<file path="src/rtl/core/bsu_pkg.sv">
// Shared types and constants for the bistable synapse update block.
package bsu_pkg;

	// Sizes of the synapse table and efficacy index range
	localparam int SynapseCount  = 1024;
	localparam int AddrW         = $clog2(SynapseCount);
	localparam int EfficacyDepth = 256;
	localparam int EffW          = 8;
	localparam int HiddenW       = 16;
	localparam int IntervalW     = 20;
	localparam int ProdW         = HiddenW + IntervalW;
	localparam int DriftShift    = 8;

	// Jump rule: 0 jump up when the post measure is above the threshold, 1 jump up when below it
	localparam int RuleMode = 0;

	// Configuration register indexes
	localparam int CfgIdxW = 3;
	localparam logic [CfgIdxW-1:0] RegStateThreshold = 3'd0;
	localparam logic [CfgIdxW-1:0] RegFallRate       = 3'd1;
	localparam logic [CfgIdxW-1:0] RegRiseRate       = 3'd2;
	localparam logic [CfgIdxW-1:0] RegJumpUpSize     = 3'd3;
	localparam logic [CfgIdxW-1:0] RegJumpDownSize   = 3'd4;
	localparam logic [CfgIdxW-1:0] RegUpperBarrier   = 3'd5;
	localparam logic [CfgIdxW-1:0] RegLowerBarrier   = 3'd6;
	localparam logic [CfgIdxW-1:0] RegJumpThreshold  = 3'd7;

	// Operation codes
	localparam logic OpSpike = 1'b0;
	localparam logic OpInit  = 1'b1;

	// Transition codes
	localparam logic [1:0] TransNone     = 2'd0;
	localparam logic [1:0] TransPotUp    = 2'd1;
	localparam logic [1:0] TransDepDown  = 2'd2;

	typedef struct packed {
		logic                    opcode;
		logic [9:0]              synapse_index;
		logic [IntervalW-1:0]    spike_interval;
		logic signed [15:0]      post_measure;
		logic                    init_potentiated;
		logic [EffW-1:0]         init_low_index;
		logic [EffW-1:0]         init_high_index;
	} request_t;

	typedef struct packed {
		logic [9:0]              result_index;
		logic                    potentiated;
		logic [EffW-1:0]         efficacy_index;
		logic [1:0]              transition;
		logic [HiddenW-1:0]      hidden_value;
	} result_t;

	typedef struct packed {
		logic [HiddenW-1:0]      state_threshold;
		logic [HiddenW-1:0]      fall_rate;
		logic [HiddenW-1:0]      rise_rate;
		logic [HiddenW-1:0]      jump_up_size;
		logic [HiddenW-1:0]      jump_down_size;
		logic [HiddenW-1:0]      upper_barrier;
		logic [HiddenW-1:0]      lower_barrier;
		logic signed [15:0]      jump_threshold;
	} cfg_t;

	// Controller to datapath commands
	typedef struct packed {
		logic capture;
		logic read;
		logic mult;
		logic drift;
		logic jump;
		logic init;
	} cmd_t;

	// Datapath to controller status
	typedef struct packed {
		logic is_init;
	} status_t;

endpackage

</file>
<file path="src/rtl/core/bsu_cfg.sv">
// Configuration register file of the bistable synapse update block.
module bsu_cfg (
	input  logic                          clk,
	input  logic                          arst_n,
	input  logic                          cfg_valid,
	output logic                          cfg_ready,
	input  logic [bsu_pkg::CfgIdxW-1:0]   cfg_index,
	input  logic [15:0]                   cfg_data,
	output bsu_pkg::cfg_t                 cfg
);

	bsu_pkg::cfg_t cfg_q;

	assign cfg_ready = 1'b1;
	assign cfg      = cfg_q;

	// Load the addressed register on each write transaction
	always_ff @(posedge clk or negedge arst_n) begin
		if (!arst_n) begin
			cfg_q.state_threshold <= 16'd32768;
			cfg_q.fall_rate       <= 16'd256;
			cfg_q.rise_rate       <= 16'd256;
			cfg_q.jump_up_size    <= 16'd4096;
			cfg_q.jump_down_size  <= 16'd4096;
			cfg_q.upper_barrier   <= 16'd65535;
			cfg_q.lower_barrier   <= 16'd0;
			cfg_q.jump_threshold  <= 16'sd0;
		end else if (cfg_valid && cfg_ready) begin
			unique case (cfg_index)
				bsu_pkg::RegStateThreshold: cfg_q.state_threshold <= cfg_data;
				bsu_pkg::RegFallRate:       cfg_q.fall_rate       <= cfg_data;
				bsu_pkg::RegRiseRate:       cfg_q.rise_rate       <= cfg_data;
				bsu_pkg::RegJumpUpSize:     cfg_q.jump_up_size    <= cfg_data;
				bsu_pkg::RegJumpDownSize:   cfg_q.jump_down_size  <= cfg_data;
				bsu_pkg::RegUpperBarrier:   cfg_q.upper_barrier   <= cfg_data;
				bsu_pkg::RegLowerBarrier:   cfg_q.lower_barrier   <= cfg_data;
				bsu_pkg::RegJumpThreshold:  cfg_q.jump_threshold  <= $signed(cfg_data);
				default: ;
			endcase
		end
	end

endmodule

</file>
<file path="config.mk">
export PLATFORM = sky130hd
export DESIGN_NAME = bsu_cfg
export DESIGN_NICKNAME = d
export VERILOG_FILES = /design/src/rtl/core/bsu_pkg.sv /design/src/rtl/core/bsu_cfg.sv
export SDC_FILE = /design/constraint.sdc
export NUM_CORES = 1
export LEC_CHECK = 0
export ABC_AREA = 0
export BUFFER_PORTS_ARGS = -buffer_cell sky130_fd_sc_hd__clkbuf_2
export CORE_UTILIZATION = 40
export CTS_CLUSTER_DIAMETER = 80
export DETAILED_ROUTE_END_ITERATION = 8
export PLACE_DENSITY_LB_ADDON = 0.05
export SLEW_MARGIN = 40
export SYNTH_ARGS = -nofsm -noshare
export SYNTH_HDL_FRONTEND = slang
export SYNTH_SLANG_ARGS = --single-unit
export TNS_END_PERCENT = 5
</file>
<file path="constraint.sdc">
create_clock -name clk -period 0.87 [get_ports clk]
set_input_delay 0.087 -clock clk [delete_from_list [all_inputs] [get_ports clk]]
set_output_delay 0.087 -clock clk [all_outputs]
set_load 0.005 [all_outputs]
</file>
==> run_results.csv, run 1 <==
group,metric,value,unit
worst_setup_path,rr_startpoint,"cfg[40]$_DFFE_PN1P_",
grt,grt_pass1_vias,3133,
die,core-area,0.01206,mm^2
timing,fmax,875.6,MHz
synthesis,synth_largest_area_cell,"dfrtp_1",
worst_setup_path,crit_chain,"clkbuf_2",
timing,setup_viol,129,
clock_tree,cts_buffer_depth,2,
worst_setup_path,crit_type,"reg -> out",
clock_tree,clock-sinks,128,
worst_setup_path,critPathTopFamily,"flip-flops",
grt,grt_first_pass_wirelength,18340,um
drt,dr_wl_met3,620,um
worst_setup_path,crit_arrival,1060,ps
outcome,run_status,"finished with violations",
final_layout,final_common_cell,"clkbuf_2",
final_layout,final_cell_mix,"clkbuf_2, dfrtp_1, mux2_2",
grt,grt_antenna_before_repair,0,
clock_tree,htreeDepth,4,
final_layout,design_area,0.007013,mm^2
drt,wl_met2,5881,um
clock_tree,clkLatencyLatePin,410,ps
timing,hold_slack,29.55,ps
place,place_area,0.006142,mm^2
timing,fin_crit,1142,ps
final_layout,syn_to_final_growth,41.61,%
worst_hold_path,hp-class,"in -> reg",
clock_tree,cts.root.buffer_cell,"clkbuf_16",
grt,grt_use_total,19.73,%
synthesis,syn_area,0.004952,mm^2
power_and_ir_drop,p_per_area,2858,mW/mm^2
worst_setup_path,r2r_end,"cfg[40]$_DFFE_PN1P_",
outcome,violations,"setup timing",
worst_setup_path,required,780,ps
drt,postRouteAntennaNets,0,
clock_tree,cts_tree,"done",
synthesis,synth_fp_nets,303,
die,ioPinCount,151,
final_layout,nets,479,
drt,drc,0,
timing,worst_slack,-272.1,ps
place,finalWeightedCongestion,0.7053,
worst_setup_path,crit_path_max_incr_delay,540,ps
drt,m1WireLength,5002,um
worst_setup_path,reg2regPathDepth,2,
die,die_h,113.3,um
grt,grt_overflow_total,0,
die,dieArea,0.01283,mm^2
timing,post-route-period-util,131.3,%
synthesis,synth.top_cell.area_share,54.07,%
final_layout,largest_reg_flops,128,
worst_hold_path,holdPathEnd,"cfg[118]$_DFFE_PN0P_",
drt,wl_per_cell,18.32,um
synthesis,syn_avg_cell_area,17.62,um^2
job,max-cap-violations,0,
worst_setup_path,crit_buf_inv,1,
worst_setup_path,cp_max_fo,2,
drt,top_layer,"met4",
synthesis,ys_ff_latch,128,
drt,drt_iter0_drc,83,
timing,drv_slew,0,
worst_setup_path,setup.worst_path.start_class,"flip-flop",
grt,grt_max_degree,58,
timing,rsz0062_at_grt,"yes",
synthesis,synth.yosys.seq_area_share,65.21,%
place,port_buffers,149,
worst_setup_path,ff2ff_setup_slack,50,ps
synthesis,synth_cells,281,
worst_setup_path,critPathSlowestCell,"dfstp_2",
synthesis,yosys_warnings,0,
timing,fin_worst_skew,0,ps
worst_setup_path,critical_path.endpoint_type,"output pin",
timing,hold_viol,0,
die,initial_core_util,41.06,%
die,die_w,113.3,um
drt,vias,3044,
clock_tree,cts_buffers,17,
drt,wl,11690,um
die,rows,40,
drt,viasPerCell,4.771,
drt,first_pass_iters,4,
place,place.detailed.hpwl,7888,um
place,pre_cts_slack,-583.9,ps
synthesis,netlist_top_cells_area,"dfrtp_1, mux2_2, dfstp_2",
worst_hold_path,min-delay-start,"cfg_data[6]",
synthesis,synthDistinctLibCells,13,
worst_hold_path,holdPathStages,2,
power_and_ir_drop,p_leak,3.359,nW
power_and_ir_drop,vdd_drop_max,1385,uV
clock_tree,clk_pin_slew,60,ps
final_layout,layout-drive-gt1-share,76.81,%
final_layout,diodes,0,
-- area by class of cell --
cell class                 count  area (um^2)
multi-input combinational    137         1695
clock inverter                14        261.5
sequential                   128         3229
clock buffer                  18        439.2
timing repair buffer         173         1177
fill                        1031         5049
tap                          168        210.2
-- report_power, final --
group | leakage [nW] | switching, mW | internal [mW]
sequential | 1.50 | 0.714 | 7.43
clock | 0.336 | 2.58 | 5.73
combinational | 1.52 | 1.36 | 2.22
-- worst max-delay path by stage --
stage                     cells after the start              endpoint                 from  slack, ps
after floorplan                               4  cfg[118]$_DFFE_PN0P_         cfg_index[1]       -430
after global placement                        4  cfg[109]$_DFFE_PN0P_         cfg_index[1]       -530
after detailed placement                      4  cfg[100]$_DFFE_PN0P_         cfg_index[1]       -580
after CTS                                     1               cfg[34]  cfg[34]$_DFFE_PN1P_       -300
after global routing                          1               cfg[43]  cfg[43]$_DFFE_PN1P_       -300
final                                         1               cfg[60]  cfg[60]$_DFFE_PN1P_       -270
-- per-stage QoR --
step,power [mW],instances,utilization [%],TNS [ps]
floorplan,9.609,281,-,-32450
global placement,11.57,604,50.92,-55410
detailed placement,11.65,604,50.92,-58930
CTS,20.19,638,57.55,-21330
global route,20.93,638,58.14,-22980
finish,20.05,638,58.14,-18300
-- Yosys cell counts --
library cell / count
mux2_2: 118
buf_4: 3
buf_8: 1
buf_2: 7
buf_6: 5
nand4_2: 1
dfstp_2: 21
nand4b_2: 3
mux2_4: 10
nor4bb_1: 3
nor4b_4: 1
conb_1: 1
dfrtp_1: 107
-- cell families (layout without fill, tap and decap cells) --
group | Yosys count | after routing | share of synthesized area (%)
mux | 128 | 128 | 29.86
buf+inv | 16 | 205 | 2.602
flops | 128 | 128 | 65.21
other cells | 1 | 1 | 0.07572
simple gates | 8 | 8 | 2.248
-- per-layer routing --
metal	vias to the layer above	GRT usage [%]
li1	1365	-
met1	1568	25.08
met2	96	31.45
met3	15	5.999
met4	0	8.158
met5	-	0
-- what timing repair did --
item / 4_1_cts / 5_1_grt
endpoints found under the hold margin: 128 / 0
setup endpoints to repair: 206 / 181
hold buffers: 1 / 0
resized for setup: 19 / 19
pin swaps: 0 / 1
setup buffers: 1 / 0
No activity file was read; power rests on OpenSTA's default activity.
==> run 2: changes to the inputs <==
--- a/config.mk
+++ b/config.mk
@@ -10,7 +10,7 @@
 export CORE_UTILIZATION = 40
 export CTS_CLUSTER_DIAMETER = 80
 export DETAILED_ROUTE_END_ITERATION = 8
-export PLACE_DENSITY_LB_ADDON = 0.05
+export PLACE_DENSITY = 0.69
 export SLEW_MARGIN = 40
 export SYNTH_ARGS = -nofsm -noshare
 export SYNTH_HDL_FRONTEND = slang
==> run 2 against run 1 <==
  * The flow still finishes with violations (setup timing)
  * Power is 5.4% lower
  * First-iteration DRC count is 77% higher
  * Combinational power hardly changed
  * Register-to-register slack hardly changed
==> run_results.csv, run 2 (synthesis gave the netlist of run 1 again) <==
group,metric,value,unit
drt,drc,0,
grt,grt_max_degree,65,
die,die_h,113.3,um
drt,vias,3088,
timing,hold_viol,0,
final_layout,fillers,977,
die,initial_core_util,41.06,%
grt,grt_use_total,19.07,%
worst_setup_path,crit_path_max_incr_delay,530,ps
power_and_ir_drop,vdd_drop_max,1788,uV
worst_setup_path,crit_arrival,1050,ps
power_and_ir_drop,p_leak,3.296,nW
timing,fin_crit,1136,ps
worst_setup_path,required,780,ps
final_layout,diodes,0,
drt,drt_iter0_drc,147,
power_and_ir_drop,p_int,14.50,mW
outcome,run_status,"finished with violations",
final_layout,final_util,56.99,%
final_layout,finalNonFillerCells,638,
final_layout,multi_input_area,0.001669,mm^2
worst_setup_path,critPathTopFamily,"flip-flops",
place,place_area,0.006097,mm^2
job,max-cap-violations,0,
die,rows,40,
drt,viasPerCell,4.840,
clock_tree,cts_buffer_depth,2,
drt,wl,11440,um
place,port_buffers,149,
power_and_ir_drop,p_clk_share,38.1,%
place,place.detailed.hpwl,7972,um
die,core-area,0.01206,mm^2
worst_setup_path,reg2regPathDepth,2,
final_layout,layout-drive-gt1-share,75.74,%
worst_setup_path,critPathSlowestCell,"dfstp_2",
timing,fin_worst_skew,0,ps
timing,setup_viol,128,
final_layout,register_area,0.003229,mm^2
timing,worst_slack,-266.1,ps
power_and_ir_drop,p_per_area,2759,mW/mm^2
worst_setup_path,rr_startpoint,"cfg[127]$_DFFE_PN1P_",
worst_hold_path,holdPathEnd,"cfg[126]$_DFFE_PN0P_",
worst_setup_path,crit_chain,"clkbuf_2",
clock_tree,htreeDepth,4,
power_and_ir_drop,report.power.total,18.96,mW
timing,fmax,880.2,MHz
final_layout,syn_to_final_growth,38.81,%
final_layout,final_common_cell,"clkbuf_2",
worst_setup_path,ff2ff_setup_slack,60,ps
worst_setup_path,critical_path.endpoint_type,"output pin",
worst_hold_path,holdPathStages,2,
outcome,violations,"setup timing",
power_and_ir_drop,netSwitchingPower,4.466,mW
timing,rsz0062_at_grt,"yes",
worst_setup_path,r2r_end,"cfg[127]$_DFFE_PN1P_",
power_and_ir_drop,power_frac_seq,43.1,%
power_and_ir_drop,switching_share,23.55,%
worst_setup_path,crit_type,"reg -> out",
final_layout,design_area,0.006874,mm^2
worst_setup_path,setup.worst_path.start_class,"flip-flop",
final_layout,largest_reg_flops,128,
clock_tree,cts_tree,"done",
drt,first_pass_iters,4,
clock_tree,cts_buffers,17,
grt,grt_overflow_total,0,
worst_hold_path,hp-class,"in -> reg",
power_and_ir_drop,pwr-share-comb,18.8,%
worst_hold_path,min-delay-start,"cfg_data[14]",
clock_tree,clk_pin_slew,50,ps
final_layout,nets,479,
die,die_w,113.3,um
clock_tree,clkLatencyLatePin,410,ps
timing,hold_slack,24.03,ps
grt,grt_pass1_vias,3268,
worst_setup_path,cp_max_fo,2,
place,dp.cells,603,
timing,post-route-period-util,130.6,%
timing,drv_slew,0,
die,ioPinCount,151,
grt,grt_first_pass_wirelength,17910,um
worst_setup_path,crit_buf_inv,1,
drt,wl_per_cell,17.93,um
grt,grt_antenna_before_repair,0,
clock_tree,clock-sinks,128,
drt,postRouteAntennaNets,0,
die,dieArea,0.01283,mm^2
place,finalWeightedCongestion,0.7202,
clock_tree,cts.root.buffer_cell,"clkbuf_16",
final_layout,final_cell_mix,"clkbuf_2, mux2_2, dfrtp_1",
## run 2: cell types whose count changed in the layout (fill, tap and decap cells not counted), moves of 2 or more
cell / previous run / this run
mux2_2: 103 / 110
mux2_4: 25 / 18
bufinv_16: 7 / 3
clkbuf_1: 0 / 4
clkbuf_8: 2 / 5
clkinv_4: 3 / 0
buf_12: 12 / 10
buf_4: 10 / 12
buf_6: 10 / 12
clkbuf_2: 137 / 135
clkinvlp_4: 2 / 0
## run 2: cell type report
type                    instances  area share (%)
repair buffers                173           16.75
clock inverters                 6           1.529
well taps                     168           3.058
multi-input cells             137           24.28
flip-flops and latches        128           46.98
clock buffers                  26           7.408
## run 2: what timing repair did
action                                 4_1_cts  5_1_grt
endpoints found under the hold margin      129        0
hold buffers                                 2        0
setup buffers                                1        0
pin swaps                                    2        2
setup endpoints to repair                  191      187
gates resized for setup                      8       32
## run 2: worst reg2reg max path, cell delays in order, from the launching register on
cell	delay (ps)
dfstp_2	360
buf_4	120
mux2_4	260
## run 2: per-layer routing
| metal | track usage (%) | wire [um] | vias to the layer above |
|---|---|---|---|
| li1 | - | - | 1364 |
| met1 | 23.90 | 4925 | 1584 |
| met2 | 29.33 | 5449 | 129 |
| met3 | 8.356 | 950 | 11 |
| met4 | 6.842 | 114 | 0 |
| met5 | 0 | 0 | - |
## run 2: metrics by stage
step	setup slack, ps	setup TNS (ps)
2_1_floorplan	-430.0	-32450
3_3_place_gp	-504.9	-51410
3_5_place_dp	-542.5	-54660
4_1_cts	-305.5	-21650
5_1_grt	-313.7	-23710
6_report	-266.1	-18020
## run 2: how the worst max path moves through the flow
stage	slack, ps	to	from	cells past startpoint
2_1_floorplan	-430	cfg[118]$_DFFE_PN0P_	cfg_index[1]	4
3_3_place_gp	-500	cfg[81]$_DFFE_PN0P_	cfg_index[0]	4
3_5_place_dp	-540	cfg[84]$_DFFE_PN0P_	cfg_index[0]	4
4_1_cts	-310	cfg[36]	cfg[36]$_DFFE_PN1P_	1
5_1_grt	-310	cfg[43]	cfg[43]$_DFFE_PN1P_	1
6_report	-270	cfg[47]	cfg[47]$_DFFE_PN1P_	1
## run 2: power groups by stage
stage	logic, mW	registers, mW	clock network, mW
2_1_floorplan	1.36	8.25	0
3_3_place_gp	3.33	8.19	0
3_5_place_dp	3.40	8.25	0
4_1_cts	3.45	8.17	7.43
5_1_grt	3.87	8.34	7.68
6_report	3.56	8.18	7.23
