## src/rtl/core/bsu_pkg.sv

```systemverilog
// Shared types and constants for the bistable synapse update block.
package bsu_pkg;

	// Sizes of the synapse table and efficacy index range
	localparam int SynapseCount  = 1024;
	localparam int AddrW         = $clog2(SynapseCount);
	localparam int EfficacyDepth = 256;
	localparam int EffW          = 8;
	localparam int HiddenW       = 16;
	localparam int IntervalW     = 20;
	localparam int ProdW         = HiddenW + IntervalW;
	localparam int DriftShift    = 8;

	// Jump rule: 0 jump up when the post measure is above the threshold, 1 jump up when below it
	localparam int RuleMode = 0;

	// Configuration register indexes
	localparam int CfgIdxW = 3;
	localparam logic [CfgIdxW-1:0] RegStateThreshold = 3'd0;
	localparam logic [CfgIdxW-1:0] RegFallRate       = 3'd1;
	localparam logic [CfgIdxW-1:0] RegRiseRate       = 3'd2;
	localparam logic [CfgIdxW-1:0] RegJumpUpSize     = 3'd3;
	localparam logic [CfgIdxW-1:0] RegJumpDownSize   = 3'd4;
	localparam logic [CfgIdxW-1:0] RegUpperBarrier   = 3'd5;
	localparam logic [CfgIdxW-1:0] RegLowerBarrier   = 3'd6;
	localparam logic [CfgIdxW-1:0] RegJumpThreshold  = 3'd7;

	// Operation codes
	localparam logic OpSpike = 1'b0;
	localparam logic OpInit  = 1'b1;

	// Transition codes
	localparam logic [1:0] TransNone     = 2'd0;
	localparam logic [1:0] TransPotUp    = 2'd1;
	localparam logic [1:0] TransDepDown  = 2'd2;

	typedef struct packed {
		logic                    opcode;
		logic [9:0]              synapse_index;
		logic [IntervalW-1:0]    spike_interval;
		logic signed [15:0]      post_measure;
		logic                    init_potentiated;
		logic [EffW-1:0]         init_low_index;
		logic [EffW-1:0]         init_high_index;
	} request_t;

	typedef struct packed {
		logic [9:0]              result_index;
		logic                    potentiated;
		logic [EffW-1:0]         efficacy_index;
		logic [1:0]              transition;
		logic [HiddenW-1:0]      hidden_value;
	} result_t;

	typedef struct packed {
		logic [HiddenW-1:0]      state_threshold;
		logic [HiddenW-1:0]      fall_rate;
		logic [HiddenW-1:0]      rise_rate;
		logic [HiddenW-1:0]      jump_up_size;
		logic [HiddenW-1:0]      jump_down_size;
		logic [HiddenW-1:0]      upper_barrier;
		logic [HiddenW-1:0]      lower_barrier;
		logic signed [15:0]      jump_threshold;
	} cfg_t;

	// Controller to datapath commands
	typedef struct packed {
		logic capture;
		logic read;
		logic mult;
		logic drift;
		logic jump;
		logic init;
	} cmd_t;

	// Datapath to controller status
	typedef struct packed {
		logic is_init;
	} status_t;

endpackage

```

## src/rtl/core/bsu_ctrl.sv

```systemverilog
// Sequencing state machine for one synapse transaction.
module bsu_ctrl (
	input  logic              clk,
	input  logic              arst_n,
	input  logic              start,
	output logic              busy,
	output logic              result_valid,
	output bsu_pkg::cmd_t     cmd,
	input  bsu_pkg::status_t  status
);

	typedef enum logic [2:0] {
		StIdle,
		StRead,
		StMult,
		StDrift,
		StJump,
		StInit
	} state_t;

	state_t state_q;
	logic   result_valid_q;

	assign busy         = (state_q != StIdle);
	assign result_valid = result_valid_q;

	// Decode commands from the current state
	always_comb begin
		cmd.capture = (state_q == StIdle) && start;
		cmd.read    = (state_q == StRead);
		cmd.mult    = (state_q == StMult);
		cmd.drift   = (state_q == StDrift);
		cmd.jump    = (state_q == StJump);
		cmd.init    = (state_q == StInit);
	end

	// Advance state and raise the result strobe after the final step
	always_ff @(posedge clk or negedge arst_n) begin
		if (!arst_n) begin
			state_q        <= StIdle;
			result_valid_q <= 1'b0;
		end else begin
			result_valid_q <= 1'b0;
			unique case (state_q)
				StIdle:  if (start) state_q <= StRead;
				StRead:  state_q <= status.is_init ? StInit : StMult;
				StMult:  state_q <= StDrift;
				StDrift: state_q <= StJump;
				StJump: begin
					state_q        <= StIdle;
					result_valid_q <= 1'b1;
				end
				StInit: begin
					state_q        <= StIdle;
					result_valid_q <= 1'b1;
				end
				default: state_q <= StIdle;
			endcase
		end
	end

endmodule

```

## config.mk

```make
export PLATFORM = sky130hd
export DESIGN_NAME = bsu_ctrl
export DESIGN_NICKNAME = d
export VERILOG_FILES = /design/src/rtl/core/bsu_pkg.sv /design/src/rtl/core/bsu_ctrl.sv
export SDC_FILE = /design/constraint.sdc
export NUM_CORES = 1
export LEC_CHECK = 0
export BUFFER_PORTS_ARGS = -buffer_cell sky130_fd_sc_hd__buf_2
export CORE_AREA = 2 2 39 41
export CTS_BUF_LIST = sky130_fd_sc_hd__clkbuf_8
export CTS_CLUSTER_DIAMETER = 80
export CTS_CLUSTER_SIZE = 20
export DETAILED_ROUTE_END_ITERATION = 8
export DIE_AREA = 0 0 41 43
export PLACE_DENSITY = 0.49
export SLEW_MARGIN = 25
export SYNTH_ARGS = -nofsm -noshare
export SYNTH_HDL_FRONTEND = slang
export SYNTH_SLANG_ARGS = --single-unit
```

## constraint.sdc

```tcl
create_clock -name clk -period 1.4 [get_ports clk]
set_input_delay 0.14 -clock clk [delete_from_list [all_inputs] [get_ports clk]]
set_output_delay 0.14 -clock clk [all_outputs]
set_load 0.01 [all_outputs]
```

==> reports/qor.yml, run 1 <==
outcome: "finished, final reports clean"
wl_per_cell_um: 9.69
port_buffers: 11
vias_per_cell: 3.60
hold_viol: 0
synth_nets: 25
synthesis.instances: 21
netlist_area_sq_um: 219
yosysTopAreaCell: "dfrtp_1"
yosysWarnings: 0
post-route-period-util_pct: 95.6
drive_gt1_share_pct: 61.5
layout.nets: 45
synth_seq_area_share_pct: 45.7
rsz0062_at_grt: "false"
core_sq_mm: 0.00138
r2r_slack_ns: 0.40
place.gp.congestion: 0.642
synth_top_area_share_pct: 45.7
cts_num_sinks: 4
max_slew_margin_pct: 88.2
worst_hold_startpoint: "status"
gr-total-overflow: 0
pin_count: 12
antenna_left: 0
cts_made_buffers: 3
grt_max_degree: 11
n_fill_cell: 148
tightest_slew_ns: 0.176
r2r-start: "state_q[1]$_DFFE_PN0P_"
antenna_found_initial: 0
final_cell_mix: "11 x buf_2, 4 x buf_4, 3 x clkbuf_8"
finalCriticalPeriod_ns: 1.34
cp-startpoint: "state_q[2]$_DFFE_PN0P_"
drt-total-wl_um: 533
crit_fanout: 5
grt_pass1_vias: 184
cp-end-kind: "output pin"
synth.avg_cell_area_sq_um: 10.4
final_common_cell: "buf_2"
cts_tree: "done"
crit_required_ns: 1.26
grt_pass1_wl_um: 786
ir_drop_uv: 886
worst_hold_path_type: "in2reg"
clock_latency_ns: 0.22
fin_tns_setup_ns: 0
crit_arrival_ns: 1.20
power_density_mw_per_mm2: 2350
p_leak_nw: 0.191
setup_viol: 0
drt_iter0_drc: 6
clkSlewWorstSetupHoldPaths_ns: 0.03
whs_endpoint: "state_q[0]$_DFFE_PN0P_"
yosys-top-cells-area: "dfrtp_1 46%, nor3b_1 6.9%, nor3b_2 5.7%"
hold_path_depth: 3
fp.dieArea_sq_mm: 0.00176
diodes: 0
dr_total_vias: 198
first_pass_iters: 3
track_usage_pct: 7.78
timing.fmax_mhz: 747
rows: 14
start_kind: "flop"
cts_buffer_depth: 2
drc: 0
cap_violations: 0
die_x_um: 41
synth-seq-cells: 4
fin_ws_ns: 0.0609
area_delta_synth_final_pct: 69.1
cts_root_buf: "clkbuf_8"
timing.rr.end: "state_q[1]$_DFFE_PN0P_"
report.final.slew_viol_count: 0
fin_skew_ns: 0.00692
initial_core_util_pct: 15.8
dp_slack_ns: 0.226
htree_levels: 1
fp.dieH_um: 43
reg2reg_depth: 3
synth.distinct_cells: 16
hpwl_um: 350
criticalPathCategory: "reg2out"
==> Yosys cell counts <==
master    instances
a21oi_1           1
a31o_1            1
and2_1            1
and3_1            1
buf_4             1
dfrtp_1           4
inv_1             2
nand3b_1          1
nor2_1            1
nor2_2            1
nor2b_2           1
nor3_1            1
nor3b_1           2
nor3b_2           1
o21bai_1          1
or3_4             1
==> final cells by class <==
| cell class | instances | area [sq um] | share of cell area [%] |
|---|---|---|---|
| Sequential cell | 4 | 103 | 27.7 |
| Clock buffer | 3 | 41.3 | 11.1 |
| Multi-Input combinational cell | 14 | 104 | 28.0 |
| Timing Repair Buffer | 16 | 95.1 | 25.7 |
| Tap cell | 16 | 20.0 | 5.41 |
| Inverter | 2 | 7.51 | 2.03 |
==> worst max path at each step <==
stage	depth (start not counted)	endpoint	slack, ns
2_1_floorplan	3	cmd[5]	0.29
3_3_place_gp	3	cmd[5]	0.23
3_5_place_dp	3	cmd[5]	0.23
4_1_cts	3	cmd[5]	0.01
5_1_grt	3	cmd[5]	0.01
6_report	4	cmd[0]	0.06
==> cells by family after synthesis <==
family	after synthesis	synth area share [%]
AOI/OAI and AO/OA	3	9.71
buffers and inverters	3	6.86
DFF	4	45.7
and+or+nand+nor	11	37.7
==> power by group <==
part / leakage (nW) / switching, mW / internal (mW)
registers: 0.0492 / 0.0373 / 0.169
clock network: 0.0216 / 0.0612 / 0.183
logic: 0.120 / 0.197 / 0.223
==> timing repair <==
action,CTS,global route
setup buffers,1,2
resized for setup,1,1
setup endpoints to repair,1,1
hold buffers,1,0
hold endpoints to repair,4,0
pin swaps,0,1
==> flip-flops by register name, summed over array words and instances (netlist names) <==
register,cells
result_valid,1
state_q,3
==> through the flow <==
step           utilization [%]  total power [mW]  instance area [sq um]  hold WS (ns)  instances
2_1_floorplan                -             0.445                    219        -0.156         21
3_3_place_gp              21.2             0.565                    294       -0.0522         48
3_5_place_dp              21.2             0.559                    294       -0.0491         48
4_1_cts                   25.6             0.838                    354         0.216         53
5_1_grt                   26.8             0.938                    370         0.235         55
6_report                  26.8             0.872                    370         0.216         55
==> routing by layer <==
metal  vias up  share of wire [%]  track usage, %
met4         0                  0            6.00
met3         0                 16            7.85
met2        13                 34            7.81
met5         -                  0               0
li1        108                  -               -
met1        77                 50            9.18
==> critical path: stages (launching register included) <==
cell and delay [ns]:
dfrtp_2 0.40, buf_4 0.15, nor2b_2 0.15, and2_1 0.14, buf_2 0.13
Power figures use the tool's default switching activity.
==> inputs of run 2 (changes only) <==
==> constraint.sdc (replaced) <==
create_clock -name clk -period 1.4 [get_ports clk]
set_input_delay 0.21 -clock clk [delete_from_list [all_inputs] [get_ports clk]]
set_output_delay 0.21 -clock clk [all_outputs]
set_load 0.01 [all_outputs]
==> run 2 against run 1 <==
Against the previous run: clock power decreased by 4%; register-to-register slack better by 0.02 ns; wire length fell by 14%.
==> reports/qor.yml, run 2 (synthesis gave the netlist of run 1 again) <==
outcome: "finished, final reports clean"
htree_levels: 1
setup_viol: 0
die_x_um: 41
wl_per_cell_um: 8.44
antenna_left: 0
cp_top_family: "simple AND/OR/NAND/NOR gates"
cp-startpoint: "state_q[0]$_DFFE_PN0P_"
fp.dieArea_sq_mm: 0.00176
crit_arrival_ns: 1.16
cts_tree: "done"
clkSlewWorstSetupHoldPaths_ns: 0.03
core_sq_mm: 0.00138
pin_count: 12
drc: 0
fp.dieH_um: 43
crit_path_top_delay_cell: "or3_4"
max_slew_margin_pct: 86.8
post-route-period-util_pct: 97.8
power_density_mw_per_mm2: 2310
start_kind: "flop"
timing.fmax_mhz: 731
whs_ns: 0.288
grt_pass1_vias: 173
port_buffers: 11
worst_hold_path_type: "in2reg"
largest_register: "state_q"
report.final.slew_viol_count: 0
vias_per_cell: 3.72
dp_slack_ns: 0.144
grt_pass1_wl_um: 717
worst_hold_startpoint: "status"
critPathBufInv: 1
hold_viol: 0
diodes: 0
initial_core_util_pct: 15.8
dp.cells: 49
hold_path_depth: 3
cp-endpoint: "cmd[5]"
cts_made_buffers: 3
multi_input_area_sq_um: 104
final_common_cell: "buf_2"
finalCriticalPeriod_ns: 1.37
cp_num_cells: 3
clock_latency_ns: 0.21
power_uw: 835
track_usage_pct: 6.45
antenna_found_initial: 0
rsz0062_at_grt: "true"
gr-total-overflow: 0
crit_required_ns: 1.19
area_delta_synth_final_pct: 65.1
reg2reg_depth: 3
final_cell_mix: "11 x buf_2, 3 x clkbuf_8, 3 x buf_4, 3 x dfrtp_1"
cts_num_sinks: 4
fin_skew_ns: 0.00206
crit_fanout: 2
layout.nets: 44
r2r-start: "state_q[1]$_DFFE_PN0P_"
ir_drop_uv: 767
dr_total_vias: 201
rows: 14
final_core_util_pct: 26.1
largest_register_ffs: 3
regArea_sq_um: 101
drive_gt1_share_pct: 57.9
finalNonFillerCells: 54
cts_buffer_depth: 2
drt_iter0_drc: 3
cts_root_buf: "clkbuf_8"
n_fill_cell: 152
fin_ws_ns: 0.0313
slowest_delay_ns: 0.39
criticalPathCategory: "reg2out"
p_leak_nw: 0.187
first_pass_iters: 3
tightest_slew_ns: 0.197
grt_max_degree: 10
cp-end-kind: "output pin"
r2r_slack_ns: 0.42
timing.rr.end: "state_q[1]$_DFFE_PN0P_"
path_cells: "or3_4 > nor2_2 > buf_2"
drt-total-wl_um: 456
place.gp.congestion: 0.628
cap_violations: 0
## run 2: per-stage QoR
step                TNS, ns  area (sq um)
CTS                       0           362
detailed placement        0           302
global placement          0           302
finish                    0           362
global route        -0.0382           362
floorplan                 0           219
## run 2: cell type report
cell class / instances / share of cell area, %
sequential: 4 / 28.0
tap: 16 / 5.54
timing repair buffer: 15 / 24.2
multi-input combinational: 14 / 28.7
clock buffer: 3 / 11.4
inverter: 2 / 2.08
## run 2: per-layer routing
metal	part of all wire, %	global-route usage [%]	vias up
li1	-	-	106
met1	50	8.79	84
met2	37	7.50	11
met3	13	2.09	0
met4	0	6.00	0
met5	0	0	-
## run 2: what timing repair did
| item | 4_1_cts | 5_1_grt |
|---|---|---|
| setup buffers | 1 | 0 |
| setup endpoints to repair | 2 | 1 |
| hold buffers | 1 | 0 |
| endpoints found under the hold margin | 4 | 0 |
| pin swaps | 1 | 0 |
| gates resized for setup | 1 | 0 |
## run 2: how the worst min path moves through the flow
stage                             end  slack, ns
2_1_floorplan  result_valid$_DFF_PN0_      -0.09
3_3_place_gp   result_valid$_DFF_PN0_       0.02
3_5_place_dp   result_valid$_DFF_PN0_       0.02
4_1_cts        state_q[0]$_DFFE_PN0P_       0.29
5_1_grt        state_q[0]$_DFFE_PN0P_       0.31
6_report       state_q[0]$_DFFE_PN0P_       0.29
## run 2: worst reg2reg max path: stages (launching register included)
cell     delay [ns]
dfrtp_1        0.36
buf_4          0.16
nor3b_2        0.16
a31o_1         0.19
## run 2: power breakdown
part           total [mW]  internal (mW)  leakage, nW  switching (mW)
registers           0.186          0.166       0.0504          0.0199
clock network       0.235          0.183       0.0216          0.0525
logic               0.415          0.209        0.115           0.206
==> inputs of run 3 (changes only) <==
- CTS_CLUSTER_DIAMETER: 80 -> 40
- MAX_ROUTING_LAYER: not set -> met4
==> run 3 against run 2 <==
Against the previous run: first-iteration DRC count did not move; critical endpoint unchanged; sequential power is essentially flat; hold slack is essentially flat; final area stayed put; critical path type unchanged.
==> reports/qor.yml, run 3 (synthesis gave the netlist of run 1 again) <==
crit_fanout: 2
rsz0062_at_grt: "true"
cp-end-kind: "output pin"
cts_tree: "done"
drt-total-wl_um: 456
antenna_found_initial: 0
initial_core_util_pct: 15.8
outcome: "finished, final reports clean"
fp.dieArea_sq_mm: 0.00176
grt_max_degree: 10
pin_count: 12
timing.rr.end: "state_q[1]$_DFFE_PN0P_"
clock_latency_ns: 0.21
drt_iter0_drc: 3
whs_endpoint: "state_q[0]$_DFFE_PN0P_"
max_slew_margin_pct: 86.8
core_sq_mm: 0.00138
dp_slack_ns: 0.144
port_buffers: 11
power_density_mw_per_mm2: 2310
worst_hold_path_type: "in2reg"
rows: 14
drive_gt1_share_pct: 57.9
post-route-period-util_pct: 97.8
cts_num_sinks: 4
n_fill_cell: 152
r2r-start: "state_q[1]$_DFFE_PN0P_"
final_core_util_pct: 26.1
power_uw: 836
r2r_slack_ns: 0.42
hold_viol: 0
wl_per_cell_um: 8.44
track_usage_pct: 6.61
cts_made_buffers: 3
worst_hold_startpoint: "status"
drc: 0
vias_per_cell: 3.72
largest_register_ffs: 3
ir_drop_uv: 768
fin_skew_ns: 0.00206
area_delta_synth_final_pct: 65.1
hold_path_depth: 3
regArea_sq_um: 101
start_kind: "flop"
finalCriticalPeriod_ns: 1.37
setup_viol: 0
diodes: 0
multi_input_area_sq_um: 104
cap_violations: 0
cts_root_buf: "clkbuf_8"
cts_buffer_depth: 2
dr_total_vias: 201
grt_pass1_vias: 173
layout.nets: 44
antenna_left: 0
final_common_cell: "buf_2"
whs_ns: 0.288
clkSlewWorstSetupHoldPaths_ns: 0.03
fin_tns_setup_ns: 0
htree_levels: 1
fin_ws_ns: 0.0313
report.final.slew_viol_count: 0
die_x_um: 41
timing.fmax_mhz: 731
final_cell_mix: "11 x buf_2, 3 x clkbuf_8, 3 x buf_4, 3 x dfrtp_1"
first_pass_iters: 3
grt_pass1_wl_um: 717
p_leak_nw: 0.187
largest_register: "state_q"
criticalPathCategory: "reg2out"
fp.dieH_um: 43
reg2reg_depth: 3
tightest_slew_ns: 0.197
place.gp.congestion: 0.633
crit_required_ns: 1.19
crit_arrival_ns: 1.16
gr-total-overflow: 0
==> run 3: how the worst max path moves through the flow <==
stage                                 from  depth (start not counted)  endpoint  slack, ns
floorplan           state_q[0]$_DFFE_PN0P_                          3    cmd[5]       0.22
global placement    state_q[2]$_DFFE_PN0P_                          3    cmd[5]       0.16
detailed placement  state_q[2]$_DFFE_PN0P_                          3    cmd[5]       0.14
CTS                 state_q[0]$_DFFE_PN0P_                          3    cmd[5]       0.02
global route        state_q[0]$_DFFE_PN0P_                          3    cmd[5]      -0.04
finish              state_q[0]$_DFFE_PN0P_                          3    cmd[5]       0.03
==> run 3: critical path, cell delays in order, from the launching register on <==
cell	delay (ns)
dfrtp_1	0.36
or3_4	0.39
nor2_2	0.07
buf_2	0.12
==> run 3: metrics by stage <==
stage	instances	cell area [sq um]
3_3_place_gp	49	302
4_1_cts	54	362
5_1_grt	54	362
6_report	54	362
3_5_place_dp	49	302
2_1_floorplan	21	219
==> run 3: layout make-up <==
type / instances / area share, %
multi-input combinational: 14 / 28.7
sequential: 4 / 28.0
timing repair buffer: 15 / 24.2
clock buffer: 3 / 11.4
tap: 16 / 5.54
inverter: 2 / 2.08
==> run 3: what timing repair did <==
action                                 CTS  global route
gates resized for setup                  1             0
endpoints found under the hold margin    4             0
pin swaps                                1             0
hold buffers                             1             0
setup endpoints to repair                2             1
setup buffers                            1             0
==> run 3: metal layers <==
layer | wire [um] | GRT usage, % | vias up
li1 | - | - | 106
met1 | 237 | 9.12 | 84
met2 | 168 | 7.50 | 11
met3 | 50 | 1.57 | 0
met4 | 0 | 6.00 | 0
met5 | 0 | - | -
==> run 3: where the power goes <==
group | total [mW] | switching, mW | internal, mW
Sequential | 0.186 | 0.0199 | 0.166
Combinational | 0.415 | 0.207 | 0.209
Clock | 0.235 | 0.0526 | 0.183
